===== src/hdl/lik_pkg.sv =====
// Leg inverse kinematics: shared constants, register indexes and CORDIC table.
// No dependencies; imported by lik_cordic and leg_inverse_kinematics.
`timescale 1ns / 1ps
`default_nettype none

package lik_pkg;

	// angles in Q16 radians through the CORDIC datapath
	localparam int ANG_W         = 19;
	localparam int CORDIC_STEPS  = 17;
	localparam int CORDIC_SCALE  = 16;
	localparam int CORDIC_LAT    = CORDIC_STEPS + 1;

	localparam int PI_Q16        = 205887;
	localparam int HALF_PI_Q16   = 102944;
	localparam int PI_Q13        = 25736;
	localparam int TWO_PI_Q13    = 51472;
	localparam int HALF_PI_Q13   = 12868;

	// atan(2^-i), Q16 radians
	localparam int ATAN_TAB [CORDIC_STEPS] = '{
		51472, 30386, 16055, 8150, 4091, 2047, 1024, 512,
		256, 128, 64, 32, 16, 8, 4, 2, 1
	};

	typedef enum logic [2:0] {
		REG_MOUNT_X     = 3'd0,
		REG_MOUNT_Y     = 3'd1,
		REG_MOUNT_Z     = 3'd2,
		REG_COXA_LEN    = 3'd3,
		REG_FEMUR_LEN   = 3'd4,
		REG_TIBIA_LEN   = 3'd5,
		REG_HIP_OFFSET  = 3'd6
	} cfg_reg_t;

endpackage

`default_nettype wire


===== src/hdl/lik_cordic.sv =====
// Pipelined atan2 in CORDIC vectoring mode, quadrant pre-rotation stage plus
// one micro-rotation per stage. Depends on lik_pkg.
`timescale 1ns / 1ps
`default_nettype none

module lik_cordic #(
	parameter int IW = 18,
	parameter int W  = 40
) (
	input  logic                              clk,
	input  logic                              en,
	input  logic signed [IW-1:0]              xin,
	input  logic signed [IW-1:0]              yin,
	output logic signed [lik_pkg::ANG_W-1:0]  zout
);

	import lik_pkg::*;

	localparam int N = CORDIC_STEPS;

	logic signed [W-1:0]     x_s  [N+1];
	logic signed [W-1:0]     y_s  [N+1];
	logic signed [ANG_W-1:0] z_s  [N+1];
	logic                    zf_s [N+1];

	logic signed [W-1:0]     xe, ye, x0, y0;
	logic signed [ANG_W-1:0] z0;

	assign xe = W'(xin);
	assign ye = W'(yin);

	// left half plane: rotate by +-pi/2 into the right half
	always_comb begin
		x0 = xe;
		y0 = ye;
		z0 = '0;
		if (xe < 0) begin
			if (ye >= 0) begin
				x0 = ye;
				y0 = -xe;
				z0 = ANG_W'(HALF_PI_Q16);
			end else begin
				x0 = -ye;
				y0 = xe;
				z0 = -ANG_W'(HALF_PI_Q16);
			end
		end
	end

	always_ff @(posedge clk) begin
		if (en) begin
			x_s[0]  <= x0 <<< CORDIC_SCALE;
			y_s[0]  <= y0 <<< CORDIC_SCALE;
			z_s[0]  <= z0;
			zf_s[0] <= (xin == '0) && (yin == '0);
		end
	end

	for (genvar k = 1; k <= N; k++) begin : g_step
		localparam logic signed [ANG_W-1:0] TAB_K = ANG_W'(ATAN_TAB[k-1]);
		logic signed [W-1:0] dx, dy;

		assign dx = y_s[k-1] >>> (k - 1);
		assign dy = x_s[k-1] >>> (k - 1);

		always_ff @(posedge clk) begin
			if (en) begin
				zf_s[k] <= zf_s[k-1];
				if (y_s[k-1] >= 0) begin
					x_s[k] <= x_s[k-1] + dx;
					y_s[k] <= y_s[k-1] - dy;
					z_s[k] <= z_s[k-1] + TAB_K;
				end else begin
					x_s[k] <= x_s[k-1] - dx;
					y_s[k] <= y_s[k-1] + dy;
					z_s[k] <= z_s[k-1] - TAB_K;
				end
			end
		end
	end

	assign zout = zf_s[N] ? '0 : z_s[N];

endmodule

`default_nettype wire


===== config.mk =====
export PLATFORM = sky130hd
export DESIGN_NAME = lik_cordic
export DESIGN_NICKNAME = d
export VERILOG_FILES = /design/src/hdl/lik_pkg.sv /design/src/hdl/lik_cordic.sv
export SDC_FILE = /design/constraint.sdc
export NUM_CORES = 2
export LEC_CHECK = 0
export BUFFER_PORTS_ARGS = -buffer_cell sky130_fd_sc_hd__buf_4
export CORE_MARGIN = 4
export CORE_UTILIZATION = 27
export CTS_BUF_LIST = sky130_fd_sc_hd__clkbuf_2
export CTS_CLUSTER_SIZE = 10
export DETAILED_ROUTE_END_ITERATION = 12
export PLACE_DENSITY_LB_ADDON = 0.3
export SKIP_LAST_GASP = 1
export SLEW_MARGIN = 20
export SYNTH_ARGS = -nofsm -noshare
export SYNTH_HDL_FRONTEND = slang
export SYNTH_SLANG_ARGS = --single-unit

===== constraint.sdc =====
create_clock -name clk -period 6 [get_ports clk]
set_input_delay 1.2 -clock clk [delete_from_list [all_inputs] [get_ports clk]]
set_output_delay 1.2 -clock clk [all_outputs]
set_load 0.02 [all_outputs]

==> results.txt <==
----------------------------------------------------
[Global route]
  Number of global-route vias before repair ... roughly 94,000
  GR Util met1 ... 0.191
  Initial antenna violation count ... 6
  Total global-route track usage ... 0.148
  First-pass GRT wire length ... roughly 550 mm
  Met3 Track Usage GR ... 0.0186
  Largest net degree at the start of global routing ... roughly 170
  Met2 track utilization from global routing ... 0.259
  Final global-route overflow total ... 0
  Busiest layer in global routing ... met2

[Yosys]
  Avg Cell Area, Syn ... 9.48 um2
  Cell type with the highest aggregate area in the netlist ... sky130_fd_sc_hd__edfxtp_1
  Synth Register Bits ... between 1,000 and 1,500
  Post-synth top area share ... 0.352
  Leading cell type by number of instances after synthesis ... sky130_fd_sc_hd__edfxtp_1
  Synth warn ... 0
  Most numerous cell types in the synthesized netlist ... sky130_fd_sc_hd__edfxtp_1 (1,422), sky130_fd_sc_hd__ha_1 (1,339), sky130_fd_sc_hd__a21oi_1 (1,293)
  Area contributors post-synth ... sky130_fd_sc_hd__edfxtp_1 (35%), sky130_fd_sc_hd__ha_1 (14%), sky130_fd_sc_hd__xnor2_1 (8.6%), sky130_fd_sc_hd__a21oi_1 (5.3%), sky130_fd_sc_hd__xor2_1 (5.0%)
  Number of synthesized flops with an enable pin ... 1,422
  Share of the yosys chip area belonging to registers ... 0.352
  Cell Area, Synth ... about 120,000 um2
  Instance count of the mapped netlist ... 12,804
  Number of distinct library cell variants in the gate-level netlist after synthesis ... 99
  Synth Flop Type ... sky130_fd_sc_hd__edfxtp_1
  Asr flop ratio synth ... 0

[Clocking]
  Number of buffers added by the clock tree synthesis step ... about 400
  H-tree depth ... 5
  Number of clock sinks seen by CTS ... ~1,400
  Number of buffers on the longest clock path ... 4
  TritonCTS clock tree ... done
  Clock transition at path regs ... roughly 0.1 ns
  Buffer type at the clock tree root ... sky130_fd_sc_hd__clkbuf_2
  Clock latency on the worst-skew pair ... 1.98 ns

[Timing]
  Highest achievable clock rate ... between 150 and 200 MHz
  Total count of hold-check failures in the final report ... 0
  Min Clock Period, post-route ... 5.74 ns
  Total setup violations reported at the end of the flow ... 0
  RSZ-0062 raised after global routing ... yes
  Final Cycle Share ... 0.957
  Final Worst Setup Slack ... about 0.26 ns
  Final Skew ... 0.304 ns
  Normalized max-slew margin ... 0.279
  Final-report max-slew violation count ... 0
  Worst slew pin tran ... ~1.1 ns
  Sum of negative setup slack ... 0 ns

[Floorplanning]
  Die extent in y ... approximately 680 um
  Area of the core ... around 450,000 um2
  Die Outline Area ... 460,000 um2
  Width of the die ... a little under 700 um
  Starting Density ... 0.272
  I/O pin count ... 57
  FP Rows ... between 200 and 250

[Placed design]
  Post-placement cell count ... 18,815
  Gpl congestion ... approximately 0.90
  Hpwl dp ... 285 mm
  Worst-case setup slack after placement ... between 0.04 and 0.05 ns
  Instance area at placement ... 130,000 um2
  Port Buf Inserts ... 55

[Finish]
  Non-Filler Cell Area, Final ... 136,000 um2
  Layout Cells excl Fill ... 19,682
  Fraction of layout cells with a size suffix above 1 ... 0.0822
  Synthesis-to-layout area growth ... 11.9%
  Nets@finish ... roughly 15,000
  Fill cells ... around 47,000

[Setup path]
  Data arrival time of the worst path ... 7.25 ns
  Classification of the worst setup path ... reg -> reg
  Type of destination of the critical path ... flop
  Required time at the endpoint of the critical path ... between 7 and 8 ns
  Worst Path Max Fanout ... 7
  Critical Path Start Type ... flop

[Routing]
  Post-DRT Antenna Nets ... 0
  Routed vias ... 97,050
  Number of optimization iterations in the first detailed-route pass ... 6
  Remaining DRCs ... 0
  Total wirelength of the detailed-routed design ... between 300 and 400 mm
  Via count normalized by instance count ... slightly below 5
  Number of DRC violations after detailed-routing iteration 0 ... 6,833
  WL/cell ... roughly 18 um

[Status]
  Status ... complete, no violations

[Hold path]
  Min-Delay Path Class ... reg -> reg

[Run]
  Number of violations of the max-capacitance limit ... 0

----------------------------------------------------
state kept, by name (all words and copies together), names as in the netlist:
register,flops
z_s,302
zf_s,18
x_s,545
y_s,557
layout make-up:
type	instances	area, um2	share of cell area
well taps	5928	7420	0.0546
multi-input cells	10572	75600	0.557
repair buffers	451	3940	0.0290
clock inverters	148	1010	0.00746
clock buffers	570	2850	0.0210
inverters	582	2180	0.0161
diodes	9	22.5	0.000166
flip-flops and latches	1422	42700	0.315
cells in the final DEF (no fill, tap or decap), types with 79 or more instances in the layout:
master	instances
sky130_fd_sc_hd__a21o_1	547
sky130_fd_sc_hd__a21oi_1	1293
sky130_fd_sc_hd__a31oi_1	98
sky130_fd_sc_hd__and3_1	109
sky130_fd_sc_hd__buf_4	297
sky130_fd_sc_hd__clkbuf_2	570
sky130_fd_sc_hd__clkinv_1	92
sky130_fd_sc_hd__dlygate4sd3_1	138
sky130_fd_sc_hd__edfxtp_1	1422
sky130_fd_sc_hd__ha_1	1339
sky130_fd_sc_hd__inv_1	572
sky130_fd_sc_hd__nand2_1	744
sky130_fd_sc_hd__nand2b_1	208
sky130_fd_sc_hd__nand3_1	178
sky130_fd_sc_hd__nand4_1	79
sky130_fd_sc_hd__nor2_1	1047
sky130_fd_sc_hd__nor2b_1	182
sky130_fd_sc_hd__nor3_1	304
sky130_fd_sc_hd__nor4_1	98
sky130_fd_sc_hd__o21a_1	181
sky130_fd_sc_hd__o21ai_0	769
sky130_fd_sc_hd__o21bai_1	151
sky130_fd_sc_hd__o31ai_1	176
sky130_fd_sc_hd__o41ai_1	119
sky130_fd_sc_hd__or3_1	115
sky130_fd_sc_hd__xnor2_1	1193
sky130_fd_sc_hd__xor2_1	696
worst paths after layout:
path,from,endpoint,slack [ns],cells past startpoint
worst max register to register,x_s[5][15],y_s[5][79],0.26,20
worst min-delay path,z_s[9][1],z_s[10][1],0.18,0
worst max-delay path,x_s[5][15],y_s[5][79],0.26,20
worst min register to register,z_s[9][1],z_s[10][1],0.18,0
metal layers:
layer	wire, um	up-vias	share of wire
met3	15100	575	0.042
met4	10100	6	0.028
met2	171000	2051	0.48
met5	46	-	0.00013
met1	159000	45576	0.45
li1	-	48842	-
through the flow:
stage,hold WS [ns],utilization
3_5_place_dp,0.405,0.292
4_1_cts,0.00604,0.304
5_1_grt,0.134,0.304
3_3_place_gp,0.404,0.292
6_report,0.181,0.304
2_1_floorplan,0.400,-
kinds of logic (layout without fill, tap and decap cells):
family                     Yosys count  in the layout  synth area share
AOI/OAI and AO/OA                 3845           3845             0.200
and+or+nand+nor                   3381           3381             0.136
xor gates and xnor gates          1890           1890             0.136
DFF                               1422           1422             0.352
adders and majority gates         1379           1379             0.145
buffers and inverters              814           1751            0.0253
muxes                               72             72           0.00628
other                                1             14         0.0000309
worst max-delay path, stage by stage (launching register included):
cell                       delay (ns)
sky130_fd_sc_hd__edfxtp_1        0.50
sky130_fd_sc_hd__nor4_1          0.45
sky130_fd_sc_hd__nand2b_1        0.16
sky130_fd_sc_hd__nor3_2          0.33
sky130_fd_sc_hd__inv_1           0.14
sky130_fd_sc_hd__or3_1           0.39
sky130_fd_sc_hd__or2_2           0.35
sky130_fd_sc_hd__o31ai_1         0.30
sky130_fd_sc_hd__xnor2_1         0.10
sky130_fd_sc_hd__ha_1            0.38
sky130_fd_sc_hd__a21o_1          0.21
sky130_fd_sc_hd__a21o_1          0.17
sky130_fd_sc_hd__a21o_1          0.18
sky130_fd_sc_hd__a21oi_1         0.18
sky130_fd_sc_hd__o211ai_1        0.11
sky130_fd_sc_hd__nor3_1          0.27
sky130_fd_sc_hd__a211oi_1        0.14
sky130_fd_sc_hd__o311a_1         0.40
sky130_fd_sc_hd__a311o_1         0.36
sky130_fd_sc_hd__a21oi_1         0.18
sky130_fd_sc_hd__xnor2_1         0.08
what timing repair did:
action	in CTS	in global routing
buffers inserted	0	2
gates resized for setup	0	10
hold buffers	138	0
hold endpoints to repair	486	0
endpoints found under the setup margin	0	12
Power is left out: the tool's default activity adds up to more than one toggle a clock period on the data nets, which glitch-free logic cannot reach.
