**config.mk**
```make
export PLATFORM = sky130hd
export DESIGN_NAME = lik_isqrt
export DESIGN_NICKNAME = d
export VERILOG_FILES = /design/src/hdl/lik_isqrt.sv
export SDC_FILE = /design/constraint.sdc
export NUM_CORES = 1
export LEC_CHECK = 0
export CAP_MARGIN = 15
export CORE_MARGIN = 5
export CORE_UTILIZATION = 55
export CTS_CLUSTER_SIZE = 28
export DETAILED_ROUTE_END_ITERATION = 16
export DONT_BUFFER_PORTS = 1
export PLACE_DENSITY = 0.75
export SYNTH_ARGS = -nofsm -noshare
export SYNTH_HDL_FRONTEND = slang
export SYNTH_SLANG_ARGS = --single-unit
```
**constraint.sdc**
```tcl
create_clock -name clk -period 4.15 [get_ports clk]
set_clock_uncertainty 0.05 [all_clocks]
set_input_delay 0.2075 -clock clk [delete_from_list [all_inputs] [get_ports clk]]
set_output_delay 0.2075 -clock clk [all_outputs]
set_load 0.02 [all_outputs]
```
**src/hdl/lik_isqrt.sv**
```systemverilog
// Pipelined integer square root, one result bit per stage (floor sqrt).
// Standalone; instantiated by leg_inverse_kinematics.
`timescale 1ns / 1ps
`default_nettype none

module lik_isqrt #(
	parameter int NW = 34
) (
	input  logic                    clk,
	input  logic                    en,
	input  logic [NW-1:0]           rad,
	output logic [(NW+1)/2-1:0]     root
);

	localparam int K  = (NW + 1) / 2;
	localparam int RW = 2 * K;

	logic [RW-1:0] n_s   [K];
	logic [RW-1:0] res_s [K];

	for (genvar k = 0; k < K; k++) begin : g_step
		logic [RW-1:0] ni, ri, bt, tb;

		if (k == 0) begin : g_first
			assign ni = RW'(rad);
			assign ri = '0;
		end else begin : g_next
			assign ni = n_s[k-1];
			assign ri = res_s[k-1];
		end

		assign bt = RW'(1) << (2 * (K - 1 - k));
		assign tb = ri + bt;

		always_ff @(posedge clk) begin
			if (en) begin
				if (ni >= tb) begin
					n_s[k]   <= ni - tb;
					res_s[k] <= (ri >> 1) + bt;
				end else begin
					n_s[k]   <= ni;
					res_s[k] <= ri >> 1;
				end
			end
		end
	end

	assign root = res_s[K-1][K-1:0];

endmodule

`default_nettype wire

```
==> metrics.md, run 1 <==
| Metric | Value |
|---|---|
| Critical path required time | 4410 ps |
| Chip width | 254 um |
| GRT overflow | 0 |
| Final hold vios | 0 |
| Max incr delay on CP | 560 ps |
| # Max-Cap Violations | 0 |
| DRT iter0 DRCs | 1315 |
| Met3 global-route usage | 2.96% |
| CORE AREA | 59100 sq um |
| Synth Flop Type | edfxtp_1 |
| CP Capture Type | flip-flop |
| Syn_nets | 2735 |
| Hold_sp | en |
| Total track usage | 20.7% |
| Post-DP HPWL | 46800 um |
| Ports | 53 |
| Critical path peak fanout | 13 |
| FP Rows | 89 |
| Setup TNS | 0 ps |
| Most common cell in the netlist | edfxtp_1 |
| RSZ-0062 raised after global routing | no |
| Initial antenna violation count | 1 |
| Number of setup buffers added after CTS | 0 |
| Global-route wire length before repair | 106000 um |
| Synth Register Bits | 697 |
| Sequential cell area | 20900 sq um |
| Peak VDD IR | 0.551 mV |
| Post-synth ARST share | 0% |
| Peak Freq | 284 MHz |
| R2R depth | 11 |
| Synth Cell Area | 32800 sq um |
| GR peak layer | met2 |
| M1 GR Usage | 22.3% |
| Met2 usage | 39.3% |
| Failing checks | slew limit |
| Synth top area cells | edfxtp_1 (64%), ha_1 (6.4%), xnor2_1 (3.2%), xor2_1 (2.9%), inv_1 (2.4%) |
| Multi-input logic area | 10900 sq um |
| Total wire length | 67200 um |
| Post-synth EDFFs | 697 |
| Cells after Synth | 2532 |
| Pre-Repair DR Iteration Count | 5 |
| Die H | 254 um |
| Nets | 2805 |
| Netlist cell types | 83 |
| Share of the synthesized area in the top cell type | 63.7% |
| Final slew viol count | 457 |
| Initial core utilization | 55.5% |
| Num CTS Buffers | 73 |
| Final period util | 84.8% |
| Root Buffer | clkbuf_16 |
| Min-Delay Path Depth | 1 |
| CP arrival | 3780 ps |
| Routed vias/inst | 5.82 |
| Crit. Startpoint | n_s[9][17]$_DFFE_PP_ |
| Synth top cells by count | edfxtp_1 (697), inv_1 (206), nand2_1 (194), ha_1 (167), nor2_1 (134) |
| Leak | 13.6 nW |
| Layout cells sized above 1 | 6.25% |
| Detailed-route via count | 20.0k |
| Final setup viols | 0 |
| CTS Buffer Depth | 3 |
| Min Tclk post-route | 3520 ps |
| Drt wl/cell | 19.6 um |
| Sequential share of the synthesized area | 63.7% |
| PortBufs | 0 |
| Antenna Violating Nets Remaining | 0 |
| H-tree levels | 3 |
| Worst skew pair latency | 630 ps |
| Synth warn | 0 |
| Syn_area_per_cell | 13.0 sq um |
| Slowest-stage cell, CP | o41ai_1 |
| Worst Tran Pin Value | 2460 ps |
| Crit Reg-Reg Startpoint | n_s[9][17]$_DFFE_PP_ |
| CP most frequent cell | nand3_1 |
| Crit Path Category | flip-flop to flip-flop |
| Area Growth Syn to Fin | 11.1% |
| Largest net degree at the start of global routing | 599 |
| Clock transition at the registers of the reported paths | 50 ps |
| Pwr dens | 505 nW/um^2 |
| DP Cell Count | 3258 |
| Fill count | 4294 |
| Residual DRC | 0 |
| Full die area | 64700 sq um |
| Number of global-route vias before repair | 20.4k |
| CTS tree | done |
| Critical path startpoint category | flip-flop |
| Largest area contributor in the netlist | edfxtp_1 |
| Hold Crit Class | primary input to flip-flop |
| Slew HR | -63.7% |
| Gpl congestion | 0.940 |
| CP Cell Sequence | ha_1 -> and2_1 -> nand3_1 -> nor3_1 -> nand3_1 -> o41ai_1 -> a31oi_1 -> buf_4 -> or3_1 -> nor4_1 -> xor2_1 |
| Post-Layout Cell Count | 3430 |
| Status | complete, but fails checks |
| Clock Sinks | 697 |
-- logic make-up (layout without fill, tap and decap cells) --
family / after synthesis / after routing / share of synthesized area [%]
and+or+nand+nor: 721 / 721 / 11.6
DFF: 697 / 697 / 63.7
AOI/OAI and AO/OA: 430 / 430 / 8.33
buffers and inverters: 265 / 389 / 3.11
xor gates and xnor gates: 229 / 229 / 6.11
adders and majority gates: 167 / 167 / 6.36
muxes: 23 / 23 / 0.758
other: 0 / 1 / 0
-- sequential cells by signal, summed over array words and instances (netlist names) --
name and count:
n_s 544, res_s 153
-- metal layers --
metal | share of wire, % | wire, um
met5 | 0 | 0
met4 | 5.2 | 3510
met3 | 4.1 | 2750
met1 | 37 | 24900
met2 | 54 | 36100
-- worst max-delay path: cells and delay by family (launching register included) --
family / cells / cell delay (ps)
AOI/OAI and AO/OA: 2 / 760
xor gates and xnor gates: 1 / 110
adders and majority gates: 1 / 420
buffers and inverters: 1 / 230
DFF: 1 / 410
and+or+nand+nor: 6 / 1240
-- metrics by stage --
step	worst slack [ps]	util (%)	hold slack (ps)	cell area [sq um]	power (mW)
detailed placement	584	56.9	256	33700	12.0
finish	632	61.7	103	36500	18.4
global placement	603	56.9	256	33700	11.9
CTS	524	61.6	-63.1	36400	18.5
global route	351	61.7	26.6	36500	19.2
floorplan	1280	-	256	32800	11.4
-- repair_timing --
item / CTS / global route
resized for setup: 0 / 0
hold buffers: 36 / 5
hold endpoints to repair: 153 / 2
setup endpoints to repair: 0 / 0
-- layout make-up --
type | count | area share (%)
tap | 773 | 2.65
clock buffer | 88 | 5.16
antenna | 1 | 0.00686
inverter | 207 | 2.14
multi-input combinational | 1570 | 29.9
sequential | 697 | 57.4
timing repair buffer | 53 | 1.42
clock inverter | 41 | 1.36
-- cell usage in the layout (no fill, tap or decap), types with 11 or more instances in the layout --
| master | n |
|---|---|
| nor4_1 | 64 |
| nand2b_1 | 38 |
| nand3_1 | 32 |
| xnor2_1 | 120 |
| dlygate4sd3_1 | 40 |
| or4_1 | 11 |
| nand4b_1 | 11 |
| xor2_1 | 109 |
| nor2_1 | 134 |
| o21bai_1 | 13 |
| mux2_2 | 14 |
| nor3_1 | 70 |
| clkbuf_16 | 73 |
| clkinv_1 | 15 |
| inv_1 | 206 |
| nor4b_1 | 17 |
| clkbuf_1 | 15 |
| o21ai_0 | 123 |
| or3_1 | 25 |
| a21o_1 | 41 |
| ha_1 | 167 |
| nand2_1 | 194 |
| o31ai_1 | 17 |
| nand4_1 | 34 |
| buf_4 | 11 |
| a211oi_1 | 11 |
| nor2b_1 | 22 |
| edfxtp_1 | 697 |
| o21a_1 | 26 |
| a21oi_1 | 102 |
| o21ai_1 | 13 |
-- report_power, final --
group | total (mW) | internal [mW] | switching [mW]
Combinational | 2.62 | 1.16 | 1.46
Sequential | 9.40 | 8.79 | 0.609
Clock | 6.38 | 3.66 | 2.72
Total | 18.4 | 13.6 | 4.79
-- worst paths after layout --
path	endpoint	slack [ps]
worst min register to register	n_s[10][6]$_DFFE_PP_	380
worst max register to register	n_s[10][33]$_DFFE_PP_	630
worst max-delay path	n_s[10][33]$_DFFE_PP_	630
worst min-delay path	n_s[15][29]$_DFFE_PP_	100
No activity file was read; power rests on OpenSTA's default activity.
==> run 2, diff against run 1 <==
- ABC_AREA: not set -> 1
- PLACE_DENSITY: 0.75 -> 0.78
- clock period: 4.15 -> 3.1 ns (I/O delays scaled with it)
==> metrics.md, run 2 <==
| Metric | Value |
|---|---|
| Hold slack | -330 ps (-433 ps) |
| CTS Buffer Depth | 3 (unchanged) |
| DRT iter0 DRCs | 3578 (+170%) |
| Cells after Synth | 4518 (+78%) |
| Nets | 4812 (+72%) |
| Routed vias/inst | 5.49 (-5.6%) |
| Final hold vios | 28 (+28) |
| Post-synth EDFFs | 697 (unchanged) |
| Failing checks | hold timing, slew limit |
| Synth top area cells | edfxtp_1 (53%), nand2_1 (12%), inv_1 (7.2%), ha_1 (5.3%), nor2_1 (4.9%) |
| Num CTS Buffers | 77 (+5.5%) |
| H-tree levels | 3 (unchanged) |
| Critical path required time | 3500 ps (-910 ps) |
| Synth Cell Area | 39500 sq um (+20%) |
| Global-route wire length before repair | 164000 um (+54%) |
| Initial antenna violation count | 0 (-1) |
| Gpl congestion | 1.01 (+7.5%) |
| Most common cell after layout, fill and taps aside | nand2_1 |
| Number of global-route vias before repair | 28.6k (+40%) |
| Pwr dens | 636 nW/um^2 (+26%) |
| Number of setup buffers added after CTS | 0 (unchanged) |
| Pre-Repair DR Iteration Count | 6 (+1) |
| Total wire length | 107000 um (+60%) |
| # Max-Cap Violations | 0 (unchanged) |
| CTS tree | done |
| Netlist cell types | 56 (-33%) |
| Synth warn | 0 (unchanged) |
| Final period util | 97.4% |
| Root Buffer | clkbuf_16 |
| Layout cells sized above 1 | 5.17% (-1.1 points) |
| Synth Register Bits | 697 (unchanged) |
| Min Tclk post-route | 3020 ps |
| Syn_area_per_cell | 8.73 sq um (-33%) |
| Die H | 278 um (+9.2%) |
| Share of the synthesized area in the top cell type | 53.0% (-11 points) |
| Residual DRC | 0 (unchanged) |
| Power Total | 27.6 mW (+50%) |
| Area Growth Syn to Fin | 10.2% |
| Sequential share of the synthesized area | 53.0% (-11 points) |
| Peak Freq | 331 MHz |
| Clock transition at the registers of the reported paths | 60 ps (about the same) |
| Synth top cells by count | nand2_1 (1261), inv_1 (761), edfxtp_1 (697), nor2_1 (515), nand3_1 (265) |
| CORE AREA | 71400 sq um (+21%) |
| Total track usage | 27.2% (+6.5 points) |
| RSZ-0062 raised after global routing | no |
| N_diodes | 0 (-1) |
| Status | complete, but fails checks |
| Largest Register | n_s |
| Worst Tran Pin Value | 3090 ps (+635 ps) |
| FP Rows | 98 (+10%) |
| Final slew viol count | 559 (+22%) |
| Hold_buf cts | 40 (+11%) |
| Clock Sinks | 697 (unchanged) |
| Largest area contributor in the netlist | edfxtp_1 |
| Syn_nets | 4721 (+73%) |
| GRT overflow | 0 (unchanged) |
| Biggest regs | n_s (544), res_s (153) |
| Most frequent cells in the layout | nand2_1 (1260), inv_1 (761), edfxtp_1 (697) |
| Antenna Violating Nets Remaining | 0 (unchanged) |
| Initial core utilization | 55.3% (-0.24 points) |
| CP arrival | 3420 ps (-360 ps) |
| Critical path startpoint category | primary input |
| Drt wl/cell | 19.1 um (-2.5%) |
| Peak VDD IR | 0.576 mV (+4.4%) |
| Final setup viols | 0 (unchanged) |
| Detailed-route via count | 30.8k (+55%) |
| Synth Flop Type | edfxtp_1 |
| Critical path peak fanout | 720 (+707) |
| Most common cell in the netlist | nand2_1 |
| Full die area | 77200 sq um (+19%) |
| Hold Crit Class | primary input to flip-flop |
| PortBufs | 0 (unchanged) |
| Worst skew pair latency | 660 ps (+30 ps) |
| Slew HR | -106% (-42 points) |
| Largest net degree at the start of global routing | 721 (+20%) |
| Max reg flops | 544 (unchanged) |
| Post-synth ARST share | 0% (unchanged) |
| Post-DP HPWL | 82300 um (+76%) |
| Chip width | 278 um (+9.2%) |
| Leak | 19.2 nW (+41%) |
| Layout Utilization | 61.0% (-0.72 points) |
| Ports | 53 (unchanged) |
| Crit Path Category | primary input to flip-flop |
| CP Capture Type | flip-flop |
## run 2: through the flow
stage	cells	setup slack, ps	TNS (ps)	cell area, sq um
2_1_floorplan	4518	811	0	39500
3_3_place_gp	5440	46.8	0	40500
3_5_place_dp	5440	-11.1	-11.1	40500
4_1_cts	5616	22.5	0	43500
5_1_grt	5616	24.2	0	43500
6_report	5616	79.9	0	43500
## run 2: repair_timing
item                                   in CTS  in global routing
pin swaps                                   0                  0
resized for setup                           1                  3
setup endpoints to repair                   1                  4
endpoints found under the hold margin     737                412
gates cloned                                0                  0
## run 2: critical path, cell delays in order
cell and delay (ps):
nand2_1 250, nor3_1 930, o21ai_4 250, nor2_4 160
buf_4 310, nand2_1 110, o21ai_2 130
## run 2: power breakdown
part / internal, mW / total, mW / switching [mW] / leakage [nW]
clock: 5.47 / 9.38 / 3.91 / 1.24
combinational: 1.89 / 5.68 / 3.79 / 11.3
sequential: 11.7 / 12.6 / 0.844 / 6.68
## run 2: worst paths after layout
path	from	end	slack, ps	cells after the start
hold reg to reg	res_s[11][17]$_DFFE_PP_	res_s[12][16]$_DFFE_PP_	380	0
hold / removal	en	n_s[9][32]$_DFFE_PP_	-330	0
setup reg to reg	res_s[8][20]$_DFFE_PP_	n_s[9][24]$_DFFE_PP_	130	10
setup / recovery	en	n_s[13][14]$_DFFE_PP_	80	7
## run 2: kinds of logic (layout without fill, tap and decap cells)
kind of cell / after synthesis / count (layout) / share of synthesized area, %
flops: 697 / 697 / 53.0
simple gates: 2391 / 2391 / 26.1
buf+inv: 817 / 965 / 8.14
xor+xnor: 136 / 136 / 3.02
fa+ha+maj: 167 / 167 / 5.30
compound gates: 310 / 310 / 4.43
## run 2: routing by layer
layer  vias up  routed length [um]  global-route usage [%]
li1      15000                   -                       -
met5         -                   0                       0
met2      1360               46900                    41.1
met4         0                3310                    7.58
met3       190               11000                    6.77
met1     14300               46100                    39.3
## run 2: final cells by class
| type | instances | area, sq um |
|---|---|---|
| Clock buffer | 90 | 1980 |
| Multi-Input combinational cell | 3004 | 15300 |
| Sequential cell | 697 | 20900 |
| Tap cell | 950 | 1190 |
| Inverter | 768 | 2880 |
| Fill cell | 6030 | 27900 |
| Clock inverter | 46 | 634 |
| Timing Repair Buffer | 61 | 571 |
